File: config.mk
export PLATFORM = sky130hd
export DESIGN_NAME = best_fit_page_allocator
export DESIGN_NICKNAME = d
export VERILOG_FILES = /design/src/sv/bfpa_pkg.sv /design/src/sv/bfpa_ctrl.sv /design/src/sv/bfpa_datapath.sv /design/src/sv/best_fit_page_allocator.sv
export SDC_FILE = /design/constraint.sdc
export NUM_CORES = 2
export LEC_CHECK = 0
export ABC_CLOCK_PERIOD_IN_PS = 5450
export BUFFER_PORTS_ARGS = -buffer_cell sky130_fd_sc_hd__buf_2
export CAP_MARGIN = 5
export CORE_ASPECT_RATIO = 1.5
export CORE_UTILIZATION = 30
export DETAILED_ROUTE_END_ITERATION = 8
export GPL_ROUTABILITY_DRIVEN = 0
export PLACE_DENSITY = 0.49
export SETUP_SLACK_MARGIN = 0.4
export SYNTH_ARGS = -nofsm -noshare
export SYNTH_HDL_FRONTEND = slang
export SYNTH_SLANG_ARGS = --single-unit
File: constraint.sdc
create_clock -name aclk -period 5.45 [get_ports aclk]
set_input_delay 0 -clock aclk [delete_from_list [all_inputs] [get_ports aclk]]
set_output_delay 0 -clock aclk [all_outputs]
set_load 0.01 [all_outputs]
File: src/sv/bfpa_pkg.sv
// bfpa_pkg: shared types, constants and command codes of the best-fit page allocator.
// No dependencies; imported by every other file of the block.
package bfpa_pkg;

    localparam int HEAP_PAGES_DEF = 64;
    localparam int PAGE_BYTES     = 4096;
    localparam int HEADER_BYTES   = 24;
    localparam int LOG2_PAGE      = $clog2(PAGE_BYTES);
    localparam int ADDR_W         = 18;
    localparam int LIMIT_W        = 7;
    localparam int LIMIT_RESET    = 64;
    // request + header fits in 20 bits; page count after rounding
    localparam int TOTAL_W        = 20;
    localparam int PG_W           = TOTAL_W - LOG2_PAGE;

    localparam logic KIND_ALLOC = 1'b0;
    localparam logic KIND_FREE  = 1'b1;

    localparam logic [1:0] ST_DONE    = 2'd0;
    localparam logic [1:0] ST_NOSPACE = 2'd1;
    localparam logic [1:0] ST_BADFREE = 2'd2;

    localparam int OP_W = 4;
    localparam logic [OP_W-1:0] OP_NONE  = 4'd0;
    localparam logic [OP_W-1:0] OP_LOAD  = 4'd1;
    localparam logic [OP_W-1:0] OP_SCAN  = 4'd2;
    localparam logic [OP_W-1:0] OP_A1    = 4'd3;
    localparam logic [OP_W-1:0] OP_A2    = 4'd4;
    localparam logic [OP_W-1:0] OP_FCHK  = 4'd5;
    localparam logic [OP_W-1:0] OP_FNXT  = 4'd6;
    localparam logic [OP_W-1:0] OP_FMRG  = 4'd7;
    localparam logic [OP_W-1:0] OP_FPREV = 4'd8;
    localparam logic [OP_W-1:0] OP_FPM   = 4'd9;
    localparam logic [OP_W-1:0] OP_FTRIM = 4'd10;
    localparam logic [OP_W-1:0] OP_PUSH  = 4'd11;

    typedef struct packed {
        logic              kind;
        logic [ADDR_W-1:0] request_bytes;
        logic [ADDR_W-1:0] block_address;
    } in_word_t;

    typedef struct packed {
        logic [ADDR_W-1:0] granted_address;
        logic [1:0]        status;
    } out_word_t;

    typedef struct packed {
        logic [OP_W-1:0] op;
    } cmd_t;

    typedef struct packed {
        logic in_kind;
        logic scan_done;
        logic free_ok;
        logic prev_hit;
        logic prev_none;
    } sts_t;

endpackage

File: src/sv/bfpa_ctrl.sv
// bfpa_ctrl: allocator sequencer; at most one datapath command per cycle.
// Depends on bfpa_pkg.
module bfpa_ctrl
    import bfpa_pkg::*;
(
    input  logic aclk,
    input  logic aresetn,
    input  logic s_valid,
    output logic s_ready,
    output logic m_valid,
    input  logic m_ready,
    input  sts_t sts,
    output cmd_t cmd
);

    localparam logic [3:0] S_IDLE  = 4'd0;
    localparam logic [3:0] S_SCAN  = 4'd1;
    localparam logic [3:0] S_A1    = 4'd2;
    localparam logic [3:0] S_A2    = 4'd3;
    localparam logic [3:0] S_FCHK  = 4'd4;
    localparam logic [3:0] S_FNXT  = 4'd5;
    localparam logic [3:0] S_FMRG  = 4'd6;
    localparam logic [3:0] S_FPREV = 4'd7;
    localparam logic [3:0] S_FPM   = 4'd8;
    localparam logic [3:0] S_FTRIM = 4'd9;
    localparam logic [3:0] S_PUSH  = 4'd10;

    logic [3:0] state_reg, state_next;
    logic       m_valid_reg, m_valid_next;

    always_comb begin
        state_next   = state_reg;
        m_valid_next = m_valid_reg && !m_ready;
        cmd.op       = OP_NONE;
        unique case (state_reg)
            S_IDLE: begin
                if (s_valid) begin
                    cmd.op     = OP_LOAD;
                    state_next = (sts.in_kind == KIND_FREE) ? S_FCHK : S_SCAN;
                end
            end
            S_SCAN: begin
                cmd.op = OP_SCAN;
                if (sts.scan_done) state_next = S_A1;
            end
            S_A1: begin
                cmd.op     = OP_A1;
                state_next = S_A2;
            end
            S_A2: begin
                cmd.op     = OP_A2;
                state_next = S_PUSH;
            end
            S_FCHK: begin
                cmd.op     = OP_FCHK;
                state_next = sts.free_ok ? S_FNXT : S_PUSH;
            end
            S_FNXT: begin
                cmd.op     = OP_FNXT;
                state_next = S_FMRG;
            end
            S_FMRG: begin
                cmd.op     = OP_FMRG;
                state_next = S_FPREV;
            end
            S_FPREV: begin
                cmd.op = OP_FPREV;
                if (sts.prev_hit)       state_next = S_FPM;
                else if (sts.prev_none) state_next = S_FTRIM;
            end
            S_FPM: begin
                cmd.op     = OP_FPM;
                state_next = S_FTRIM;
            end
            S_FTRIM: begin
                cmd.op     = OP_FTRIM;
                state_next = S_PUSH;
            end
            S_PUSH: begin
                if (!m_valid_reg || m_ready) begin
                    cmd.op       = OP_PUSH;
                    m_valid_next = 1'b1;
                    state_next   = S_IDLE;
                end
            end
            default: state_next = S_IDLE;
        endcase
    end

    always_ff @(posedge aclk) begin
        if (!aresetn) begin
            state_reg   <= S_IDLE;
            m_valid_reg <= 1'b0;
        end else begin
            state_reg   <= state_next;
            m_valid_reg <= m_valid_next;
        end
    end

    assign s_ready = (state_reg == S_IDLE);
    assign m_valid = m_valid_reg;

endmodule

File: src/sv/bfpa_datapath.sv
// bfpa_datapath: chunk maps, chunk length memory, scan and merge registers.
// Depends on bfpa_pkg; driven by bfpa_ctrl commands.
module bfpa_datapath
    import bfpa_pkg::*;
#(
    parameter int HEAP_PAGES = HEAP_PAGES_DEF
) (
    input  logic               aclk,
    input  logic               aresetn,
    input  in_word_t           s_word,
    input  logic [LIMIT_W-1:0] heap_limit,
    input  cmd_t               cmd,
    output sts_t               sts,
    output out_word_t          m_word
);

    localparam int AW = $clog2(HEAP_PAGES);
    localparam int LW = $clog2(HEAP_PAGES + 1);

    logic [HEAP_PAGES-1:0] start_reg, busy_reg;
    logic [LW-1:0]         end_reg;

    logic [LW-1:0] len_mem [HEAP_PAGES];
    logic [LW-1:0] rd_data_reg;
    logic [AW-1:0] rd_addr, wr_addr;
    logic [LW-1:0] wr_data;
    logic          wr_en;

    logic [PG_W-1:0]   pages_reg;
    logic [AW-1:0]     cur_reg, nxt_reg, q_reg, best_reg, pend_page_reg;
    logic [LW-1:0]     lcur_reg, best_len_reg, scan_p_reg;
    logic [LW:0]       next_start_reg;
    logic              free_ok_reg, merge_reg, pq_free_reg, found_reg, pend_reg;
    logic [ADDR_W-1:0] res_addr_reg;
    logic [1:0]        res_status_reg;
    out_word_t         out_word_reg;

    logic [LW-1:0]     rd_len;
    logic              issue, eval, take, merge_c, grow_ok, trim, split_en;
    logic [LW:0]       nxt_sum;
    logic [AW-1:0]     q_dec, split_addr;
    logic [31:0]       lim;
    logic [TOTAL_W-1:0] total, pages_w;
    logic [ADDR_W-1:0] off, pg;
    logic [AW-1:0]     ld_cur;
    logic              ld_ok;

    function automatic logic [ADDR_W-1:0] addr_of(input logic [AW-1:0] page);
        return ADDR_W'((32'(page) << LOG2_PAGE) + 32'(HEADER_BYTES));
    endfunction

    // a stored length of zero counts as one page
    assign rd_len   = (rd_data_reg == '0) ? LW'(1) : rd_data_reg;
    assign issue    = 32'(scan_p_reg) < 32'(end_reg);
    assign eval     = pend_reg && (32'(pend_page_reg) == 32'(next_start_reg));
    assign take     = eval && !busy_reg[pend_page_reg]
                      && (32'(rd_len) >= 32'(pages_reg))
                      && (!found_reg || rd_len < best_len_reg);
    assign nxt_sum  = (LW+1)'(cur_reg) + (LW+1)'(rd_len);
    assign merge_c  = (32'(nxt_sum) < 32'(end_reg)) && !busy_reg[nxt_sum[AW-1:0]];
    assign q_dec    = q_reg - AW'(1);
    assign lim      = (32'(heap_limit) > HEAP_PAGES) ? 32'(HEAP_PAGES) : 32'(heap_limit);
    assign grow_ok  = (32'(end_reg) < lim) && (32'(pages_reg) <= lim - 32'(end_reg));
    assign split_en = found_reg && (32'(best_len_reg) > 32'(pages_reg));
    assign split_addr = AW'(32'(best_reg) + 32'(pages_reg));
    assign trim     = (32'(cur_reg) + 32'(lcur_reg)) >= 32'(end_reg);

    // item capture: page count and free address checks
    assign total   = TOTAL_W'(s_word.request_bytes) + TOTAL_W'(HEADER_BYTES);
    assign pages_w = (total + TOTAL_W'(PAGE_BYTES - 1)) >> LOG2_PAGE;
    assign off     = s_word.block_address - ADDR_W'(HEADER_BYTES);
    assign pg      = off >> LOG2_PAGE;
    assign ld_cur  = pg[AW-1:0];
    assign ld_ok   = (32'(s_word.block_address) >= 32'(HEADER_BYTES))
                     && (off[LOG2_PAGE-1:0] == '0)
                     && (32'(pg) < 32'(end_reg))
                     && start_reg[ld_cur] && busy_reg[ld_cur];

    always_comb begin
        unique case (cmd.op)
            OP_SCAN:  rd_addr = scan_p_reg[AW-1:0];
            OP_FNXT:  rd_addr = nxt_sum[AW-1:0];
            OP_FPREV: rd_addr = q_dec;
            default:  rd_addr = cur_reg;
        endcase
    end

    always_comb begin
        wr_en   = 1'b0;
        wr_addr = cur_reg;
        wr_data = lcur_reg;
        unique case (cmd.op)
            OP_A1: begin
                wr_en   = split_en;
                wr_addr = split_addr;
                wr_data = best_len_reg - LW'(pages_reg);
            end
            OP_A2: begin
                wr_en   = found_reg || grow_ok;
                wr_addr = found_reg ? best_reg : end_reg[AW-1:0];
                wr_data = LW'(pages_reg);
            end
            OP_FMRG: begin
                wr_en   = merge_reg;
                wr_data = lcur_reg + rd_len;
            end
            OP_FPM: begin
                wr_en   = pq_free_reg;
                wr_addr = q_reg;
                wr_data = rd_len + lcur_reg;
            end
            default: wr_en = 1'b0;
        endcase
    end

    always_ff @(posedge aclk) begin
        if (wr_en) len_mem[wr_addr] <= wr_data;
        rd_data_reg <= len_mem[rd_addr];
    end

    // chunk maps and heap end
    always_ff @(posedge aclk) begin
        if (!aresetn) begin
            start_reg <= '0;
            busy_reg  <= '0;
            end_reg   <= '0;
        end else begin
            case (cmd.op)
                OP_A1: begin
                    if (split_en) begin
                        start_reg[split_addr] <= 1'b1;
                        busy_reg[split_addr]  <= 1'b0;
                    end
                end
                OP_A2: begin
                    if (found_reg) begin
                        busy_reg[best_reg] <= 1'b1;
                    end else if (grow_ok) begin
                        start_reg[end_reg[AW-1:0]] <= 1'b1;
                        busy_reg[end_reg[AW-1:0]]  <= 1'b1;
                        end_reg <= end_reg + LW'(pages_reg);
                    end
                end
                OP_FCHK:  if (free_ok_reg) busy_reg[cur_reg] <= 1'b0;
                OP_FMRG:  if (merge_reg) start_reg[nxt_reg] <= 1'b0;
                OP_FPM:   if (pq_free_reg) start_reg[cur_reg] <= 1'b0;
                OP_FTRIM: begin
                    if (trim) begin
                        start_reg[cur_reg] <= 1'b0;
                        end_reg <= LW'(cur_reg);
                    end
                end
                default: ;
            endcase
        end
    end

    // working registers
    always_ff @(posedge aclk) begin
        case (cmd.op)
            OP_LOAD: begin
                pages_reg      <= pages_w[PG_W-1:0];
                cur_reg        <= ld_cur;
                free_ok_reg    <= ld_ok;
                scan_p_reg     <= '0;
                pend_reg       <= 1'b0;
                next_start_reg <= '0;
                found_reg      <= 1'b0;
            end
            OP_SCAN: begin
                if (issue) scan_p_reg <= scan_p_reg + LW'(1);
                pend_reg      <= issue;
                pend_page_reg <= scan_p_reg[AW-1:0];
                if (eval) next_start_reg <= (LW+1)'(pend_page_reg) + (LW+1)'(rd_len);
                if (take) begin
                    found_reg    <= 1'b1;
                    best_reg     <= pend_page_reg;
                    best_len_reg <= rd_len;
                end
            end
            OP_A2: begin
                if (found_reg) begin
                    res_addr_reg   <= addr_of(best_reg);
                    res_status_reg <= ST_DONE;
                end else if (grow_ok) begin
                    res_addr_reg   <= addr_of(end_reg[AW-1:0]);
                    res_status_reg <= ST_DONE;
                end else begin
                    res_addr_reg   <= '0;
                    res_status_reg <= ST_NOSPACE;
                end
            end
            OP_FCHK: begin
                res_addr_reg   <= '0;
                res_status_reg <= ST_BADFREE;
            end
            OP_FNXT: begin
                lcur_reg  <= rd_len;
                nxt_reg   <= nxt_sum[AW-1:0];
                merge_reg <= merge_c;
            end
            OP_FMRG: begin
                if (merge_reg) lcur_reg <= lcur_reg + rd_len;
                q_reg <= cur_reg;
            end
            OP_FPREV: begin
                if (q_reg != '0) begin
                    q_reg       <= q_dec;
                    pq_free_reg <= !busy_reg[q_dec];
                end
            end
            OP_FPM: begin
                if (pq_free_reg) begin
                    cur_reg  <= q_reg;
                    lcur_reg <= rd_len + lcur_reg;
                end
            end
            OP_FTRIM: begin
                res_addr_reg   <= '0;
                res_status_reg <= ST_DONE;
            end
            OP_PUSH: begin
                out_word_reg.granted_address <= res_addr_reg;
                out_word_reg.status          <= res_status_reg;
            end
            default: ;
        endcase
    end

    assign sts.in_kind   = s_word.kind;
    assign sts.scan_done = !issue && !pend_reg;
    assign sts.free_ok   = free_ok_reg;
    assign sts.prev_hit  = (q_reg != '0) && start_reg[q_dec];
    assign sts.prev_none = (q_reg == '0);
    assign m_word        = out_word_reg;

endmodule

File: src/sv/best_fit_page_allocator.sv
// best_fit_page_allocator: top level; APB limit register, sequencer and datapath.
// Depends on bfpa_pkg, bfpa_ctrl, bfpa_datapath.
//
//  channel | ports                         | word
//  --------+-------------------------------+-------------------------------
//  input   | s_valid s_ready s_word        | kind, request_bytes, block_address
//  result  | m_valid m_ready m_word        | granted_address, status
//  config  | psel penable pwrite paddr ... | heap_limit_pages at 0x0
//
// Allocate: the word is captured, then the chunk length memory is scanned, one
//   page entry a cycle over the heap, then a split write and a grant write, and
//   a hand-over step that waits until the old result has left.
// Free: a rejected word is only captured, checked and handed over; a valid
//   one also reads/merges with the next chunk, then walks down the start map,
//   one page a cycle, to find the previous chunk, then may merge and trim.
// The length store has one read port and one write port.
// Reset clears the maps and heap end at once; the length store needs no sweep.
// A new word is taken while a finished result still waits; the result register
//   is loaded only once the old word has left.
module best_fit_page_allocator
    import bfpa_pkg::*;
#(
    parameter int HEAP_PAGES = HEAP_PAGES_DEF
) (
    input  logic        aclk,
    input  logic        aresetn,
    input  logic        s_valid,
    output logic        s_ready,
    input  in_word_t    s_word,
    output logic        m_valid,
    input  logic        m_ready,
    output out_word_t   m_word,
    input  logic        psel,
    input  logic        penable,
    input  logic        pwrite,
    input  logic [1:0]  paddr,
    input  logic [31:0] pwdata,
    output logic [31:0] prdata,
    output logic        pready
);

    logic [LIMIT_W-1:0] limit_reg;
    cmd_t cmd;
    sts_t sts;

    // single register; every word address decodes to it
    always_ff @(posedge aclk) begin
        if (!aresetn) begin
            limit_reg <= LIMIT_W'(LIMIT_RESET);
        end else if (psel && penable && pwrite) begin
            limit_reg <= pwdata[LIMIT_W-1:0];
        end
    end

    assign pready = 1'b1;
    assign prdata = (paddr[1:0] == 2'd0) ? 32'(limit_reg) : 32'(limit_reg);

    bfpa_ctrl u_ctrl (
        .aclk    (aclk),
        .aresetn (aresetn),
        .s_valid (s_valid),
        .s_ready (s_ready),
        .m_valid (m_valid),
        .m_ready (m_ready),
        .sts     (sts),
        .cmd     (cmd)
    );

    bfpa_datapath #(.HEAP_PAGES(HEAP_PAGES)) u_dp (
        .aclk       (aclk),
        .aresetn    (aresetn),
        .s_word     (s_word),
        .heap_limit (limit_reg),
        .cmd        (cmd),
        .sts        (sts),
        .m_word     (m_word)
    );

endmodule

== After elaboration in Yosys (flattened, before gate mapping) ==
Memories as Yosys holds them, arrays and structs flattened. A register that Yosys moved wholly into a read port is not among the register bits.
Index checks and enable logic that the tools add are counted.

* ROM bits: 0
* Bits in writable memories: 448
* Bits in registers: 259
* Latch bits: 0
* Memories: 1

{| class="wikitable"
|+ Memory list
! memory !! depth !! bits a word !! read ports !! clocked after memory_dff !! wr ports !! RTL line !! source
|-
| u_dp.len_mem || 64 || 7 || 1 || 1 || 1 || bfpa_datapath.sv:23 || <nowiki>logic [LW-1:0] len_mem [HEAP_PAGES];</nowiki>
|}

* Bitwise gates (word level): 11
* $mul: 0
* Shift-type cells: 0
* Multiplexer cells: 80
* Magnitude comparators: 25
* Eq/ne operators: 38
* Add/subtract/negate cells: 15
* Divide/modulo/power cells: 0
* Reductions and logical operators: 61

{| class="wikitable"
|+ Operators with widths
! cell !! count
|-
| 2-to-1 mux 64 bit || 10
|-
| case mux 64 bit (5 select lines) || 1
|-
| bitwise AND 64 bit || 4
|-
| OR 64 bit || 4
|-
| inverter 64 bit || 3
|-
| case mux 64 bit (3 select lines) || 1
|-
| less-than comparator 6 x 7 -> 1 bit, second input constant || 9
|-
| 2-to-1 mux 7 bit || 8
|-
| case mux 4 bit (11 select lines) || 1
|-
| case mux 7 bit (3 select lines) || 2
|-
| case mux 4 bit (10 select lines) || 1
|-
| adder 18 x 5 -> 18 bit, second input constant || 2
|-
| binary-select mux 1 bit (select 6 bit) || 6
|-
| 2-to-1 mux 18 bit || 2
|-
| case mux 18 bit (2 select lines) || 1
|-
| case mux 6 bit (3 select lines) || 2
|-
| == test 4 x 3 -> 1 bit, second input constant || 8
|-
| greater-or-equal comparator 32 x 7 -> 1 bit || 1
|-
| less-or-equal comparator 8 x 32 -> 1 bit || 1
|-
| less-than comparator 7 x 32 -> 1 bit || 1
|-
| subtractor 32 x 7 -> 32 bit || 1
|-
| demux 1 bit (select 6 bit) || 5
|-
| greater-or-equal comparator 6 x 1 -> 1 bit, second input constant || 5
|-
| == test 4 bit, second input constant || 7
|-
| other kinds (51) || 144
|}

== Depth between registers and ports, before layout ==
* Word-level depth: 9
* Depth in mapped cells: 21
* Gate-level depth less buffers: 19

== By module ==
Synthesis repeated with hierarchy kept, for this count alone.

* Cells, all modules: 3,656
* Area, all modules: 37,738.7 um^2

{| class="wikitable"
|+ Modules (own cells, without submodules)
! module !! area an instance (um^2) !! cells each !! instances
|-
| bfpa_datapath || 36,730.2 || 3,533 || 1
|-
| bfpa_ctrl || 520.5 || 64 || 1
|-
| best_fit_page_allocator || 488.0 || 59 || 1
|}

== Worst setup path before layout ==
No wires, ideal clock.

* Kind: flip-flop to flip-flop
* Start point: register limit_reg[6]
* End point: memory u_dp.len_mem[28][0] in the netlist's numbering, enable pin
* Setup time: 0.373 ns
* Stages on the path, launching flop included: 20
* Arrival: 4.468 ns
* Clock period less this slack: 4.841 ns
* Setup slack: 0.609 ns
* Buffers on the path: 2
* Path through: dfxtp_1 > inv_1 > nand2_1 > ha_1 > fa_1 > nand2b_1 > a21boi_0 > o21ai_0 > nand2b_1 > a21oi_1 > fa_1 > ha_1 > a21o_1 > a21oi_1 > a21oi_1 > a21boi_1 > clkbuf_1 > buf_1 > o21ai_1 > a21oi_1

* Longest elaborated chain between the ends: 9
* Elaborated cells on any way between the ends: 10
* Classes of those cells: 1 x add/sub; 3 x order compare; 4 x mux; 2 x reduce/logical

{| class="wikitable"
|+ Ends and longest elaborated chain
! what !! RTL line !! source
|-
| start: declaration || best_fit_page_allocator.sv:42 || <nowiki>logic [LIMIT_W-1:0] limit_reg;</nowiki>
|-
| start signal: assignment || best_fit_page_allocator.sv:49 || <nowiki>limit_reg <= LIMIT_W'(LIMIT_RESET);</nowiki>
|-
| start signal: assignment || best_fit_page_allocator.sv:51 || <nowiki>limit_reg <= pwdata[LIMIT_W-1:0];</nowiki>
|-
| greater-than comparator 7 bit || bfpa_datapath.sv:62 || <nowiki>assign lim = (32'(heap_limit) > HEAP_PAGES) ? 32'(HEAP_PAGES) : 32'(heap_limit);</nowiki>
|-
| 2-to-1 mux 7 bit * || bfpa_datapath.sv:62 ||
|-
| subtractor 32 x 7 -> 32 bit || bfpa_datapath.sv:63 || <nowiki>assign grow_ok = (32'(end_reg) < lim) && (32'(pages_reg) <= lim - 32'(end_reg));</nowiki>
|-
| less-or-equal comparator 8 x 32 -> 1 bit || bfpa_datapath.sv:63 ||
|-
| logical AND 1 bit * || bfpa_datapath.sv:63 ||
|-
| logical OR 1 bit * || bfpa_datapath.sv:99 || <nowiki>wr_en = found_reg || grow_ok;</nowiki>
|-
| case mux 1 bit (4 select lines) * || bfpa_datapath.sv:92 || <nowiki>unique case (cmd.op)</nowiki>
|-
| 2-to-1 mux 1 bit * || bfpa_datapath.sv:117 || <nowiki>if (wr_en) len_mem[wr_addr] <= wr_data;</nowiki>
|-
| 2-to-1 mux 1 bit (implied by the code) * || bfpa_datapath.sv:117 ||
|-
| end: declaration || bfpa_datapath.sv:23 ||
|}

Mark *: on every way between the ends. The rest lies on a longest branch, timed or not.

== Final worst setup path ==
* Start point: register limit_reg[6]
* End point: memory u_dp.len_mem[48][0] in the netlist's numbering, enable pin

Same word-level chain as after synthesis.

==> summary.txt <==
Outcome
  – Status: finished, final reports clean

Drt
  – Drt wl/cell: about 28 microns
  – Vias: 30,049
  – Detail Route Antenna Nets: 0
  – WL final: between 100 and 150 mm
  – DR vias/cell: roughly 5.8
  – DRC viols: 0
  – First drt pass iteration count: 6
  – DR iter-0 viols: around 2,900

Critical path
  – Max stage delay cell, worst path: o21ai_2
  – Worst path arrival time: approximately 5.3 ns
  – CP max FO: 8
  – CP Launch Type: flip-flop
  – Critical path class: reg2reg
  – R2R Setup Slk: a little under 0.6 ns
  – Worst Path Required: approximately 5.9 ns
  – Crit-path cells: inv_1 > nand2_1 > ha_1 > fa_1 > nand2b_1 > a21boi_0 > o21ai_0 > nand2b_1 > a21oi_1 > fa_1 > ha_1 > nand4_1 > o21bai_1 > a21oi_1 > a21boi_4 > buf_12 > buf_4 > o21ai_2 > a21oi_1 > buf_4
  – CP Buf/Inv Count: 4
  – Crit. End Element: flip-flop
  – CP most frequent cell: a21oi_1
  – Family with the most delay on the worst path: compound AO/OA/AOI/OAI gates
  – Critical Path Max Stage Delay: ~0.55 ns

Synth
  – Xor/xnor share of the synthesized area: 1.82%
  – FF+latch count, synth: around 690
  – Post-synth top flop: edfxtp_1
  – Top cells by area, synth: edfxtp_1 42%, dfxtp_1 8.0%, mux4_2 6.7%, mux2i_1 6.2%, ha_1 3.2%
  – Syn_area_per_cell: approximately 12 sq um
  – Main combinational cell family by area after synthesis: compound AO/OA/AOI/OAI gates
  – Top cells by count, synth: 538 x edfxtp_1, 240 x mux2i_1, 238 x nand2_1
  – Mux contribution to synthesized area: between 10% and 20%
  – Post-synthesis instance area: 0.0388 sq mm
  – Sequential-to-total area share from yosys stat: about half
  – Synth Area in Compound Gates: between 10% and 20%
  – Share of the synthesized area in the top cell type: between 40% and 50%
  – Number of synthesized flops with an enable pin: approximately 540
  – Most common cell in the synthesized netlist: edfxtp_1
  – Async set-or-reset flop fraction in the synthesized netlist: 0%
  – Synth Area in Adders: under 10%
  – Synth Area in Simple Gates: roughly 8.4%
  – Post-synth top area cell: edfxtp_1
  – Syn Inst Count: ~3,300
  – Yosys warnings: 0
  – Post-synth cell types: 92

STA
  – Fin Setup TNS: 0 ns
  – Final-report hold violation count: 0
  – Max Fclk: between 200 and 250 MHz
  – Final period utilization: around nine tenths
  – Endpoints failing setup: 0
  – RSZ-0062 raised after global routing: yes
  – Slew headroom: between 10% and 20%
  – Slew @ Worst Pin: between 1 and 1.5 ns
  – Clock Skew: around 0.064 ns
  – Fin. max-slew vios: 0
  – Fin crit period: about 4.9 ns

Hold path
  – Hold WC Path Type: in2reg

Clocking
  – Clock tree sinks: between 600 and 700
  – H-tree depth: 3
  – Root buf cell: clkbuf_16
  – CTS Buf Count: 75
  – Clk Latency, worst-skew pair: roughly 0.71 ns
  – Max Buffers Root-to-Sink: 3
  – Reg clk slew, reported paths: about 0.06 ns
  – CTS tree: done

Die
  – Cell Rows: ~160
  – Die height: between 400 and 500 microns
  – # IOs: between 100 and 150
  – Starting density of the core: between 30% and 40%
  – Core area: approximately 0.13 sq mm
  – Die X: slightly below 300 microns
  – Area of the die: 0.131 sq mm

Finish
  – Fillers: between 10,000 and 15,000
  – Nets: between 3,000 and 4,000
  – Final core utilization: between 30% and 40%
  – Synthesis-to-layout area growth: 16.0%
  – Share of cells above drive strength 1: 19.3%
  – Largest register FFs: ~450

Global routing
  – Overall Global Routing Usage: between 20% and 30%
  – Vias in the first global route: just under 30,000
  – Pin count of the biggest net entering global routing: 90
  – Global route overflow: 0
  – Initial antenna violation count: 2
  – First-pass GRT wire length: 204 mm

Power and ir drop
  – Power per cell area: just over 500 mW/mm^2
  – Pleak: about 15 nW
  – VDD IR-drop max: 0.327 mV
  – Total power draw: roughly 23 mW

Place
  – I/O Buffers: 69
  – DP Wirelength: between 90 and 100 mm

Job
  – Maxcap violations: 0
-- report_power, final --
part / switching, mW / internal, mW
Sequential: 0.332 / 6.92
Combinational: 7.04 / 3.51
Clock: 2.33 / 3.01
Total: 9.70 / 13.4
-- area by class of cell --
type | instances | area (sq um) | share of cell area, %
Sequential cell | 692 | 19200 | 42.8
Multi-Input combinational cell | 2251 | 18400 | 40.8
Timing Repair Buffer | 312 | 2470 | 5.49
Tap cell | 1711 | 2140 | 4.76
Clock buffer | 98 | 2020 | 4.50
Clock inverter | 37 | 531 | 1.18
Inverter | 55 | 206 | 0.459
Antenna cell | 2 | 5.00 | 0.0111
-- worst paths after layout --
| check | startpoint | endpoint | depth (start not counted) |
|---|---|---|---|
| setup / recovery | limit_reg[6] | u_dp.len_mem[48][0] | 20 |
| hold / removal | s_word[15] | u_dp.cur_reg[3] | 5 |
| setup reg to reg | limit_reg[6] | u_dp.len_mem[48][0] | 20 |
| hold reg to reg | u_dp.res_status_reg[0] | u_dp.m_word[0] | 0 |
-- per-layer routing --
metal / track usage, % / wire (microns)
met5: 0 / 11
met4: 13.8 / 10200
met3: 3.50 / 9310
met2: 37.4 / 72100
met1: 23.5 / 50200
-- per-stage QoR --
stage / hold WS (ns) / std cells / area [sq um] / worst slack [ns]
after floorplan: 0.125 / 3287 / 38900 / 0.609
after global placement: 0.228 / 4976 / 41900 / 0.312
after detailed placement: 0.228 / 4976 / 41900 / 0.347
after CTS: 0.00874 / 5152 / 44900 / 0.390
after global routing: 0.0350 / 5157 / 45000 / 0.285
final: 0.0428 / 5158 / 45000 / 0.577
-- layout by cell type, fill, tap and decap left out, types with 12 or more instances in the layout --
cell type | netlist | routed
a41oi_1 | 15 | 15
dlygate4sd3_1 | 0 | 41
conb_1 | 2 | 37
mux2_2 | 43 | 43
ha_1 | 100 | 100
and2_1 | 15 | 15
xnor2_1 | 45 | 45
nor2b_1 | 31 | 31
edfxtp_1 | 538 | 538
buf_4 | 45 | 187
nor2_1 | 118 | 117
a22oi_1 | 68 | 68
a311oi_1 | 54 | 53
inv_1 | 52 | 52
mux2i_1 | 240 | 240
o21ai_0 | 106 | 106
a21o_1 | 43 | 43
xor2_1 | 28 | 28
nand3b_1 | 14 | 14
o22ai_1 | 194 | 194
nand3_1 | 63 | 62
clkbuf_1 | 163 | 18
nand2_1 | 238 | 234
nor3_1 | 32 | 31
a31oi_1 | 59 | 56
nand2b_1 | 36 | 36
a21oi_1 | 133 | 131
buf_2 | 47 | 68
nand4_1 | 21 | 21
clkbuf_16 | 0 | 77
o311a_1 | 71 | 71
o21a_1 | 25 | 25
buf_12 | 0 | 12
a221oi_1 | 14 | 14
and3_1 | 29 | 28
mux4_2 | 116 | 116
o211ai_1 | 27 | 27
o221a_2 | 64 | 64
dfxtp_1 | 154 | 154
-- kinds of logic (layout without fill, tap and decap cells) --
group                      Yosys count  count (layout)
AOI/OAI and AO/OA                  964             964
adders and majority gates          109             109
DFF                                692             692
buffers and inverters              344             502
and+or+nand+nor                    658             658
muxes                              406             406
other                                2              39
xor gates and xnor gates            77              77
-- timing repair --
action / CTS / global route
buffers inserted: 0 / 3
resized for setup: 3 / 8
endpoints found under the hold margin: 62 / 0
pin swaps: 0 / 1
endpoints found under the setup margin: 80 / 354
hold buffers: 41 / 0
cloned: 0 / 1
-- worst reg2reg max path: stages (launching register included) --
cell	delay [ns]
dfxtp_1	0.37
inv_1	0.17
nand2_1	0.07
ha_1	0.20
fa_1	0.39
nand2b_1	0.15
a21boi_0	0.22
o21ai_0	0.14
nand2b_1	0.09
a21oi_1	0.08
fa_1	0.45
ha_1	0.31
nand4_1	0.10
o21bai_1	0.19
a21oi_1	0.29
a21boi_4	0.10
buf_12	0.16
buf_4	0.16
o21ai_2	0.55
a21oi_1	0.18
buf_4	0.21
No activity file was read; power rests on OpenSTA's default activity.
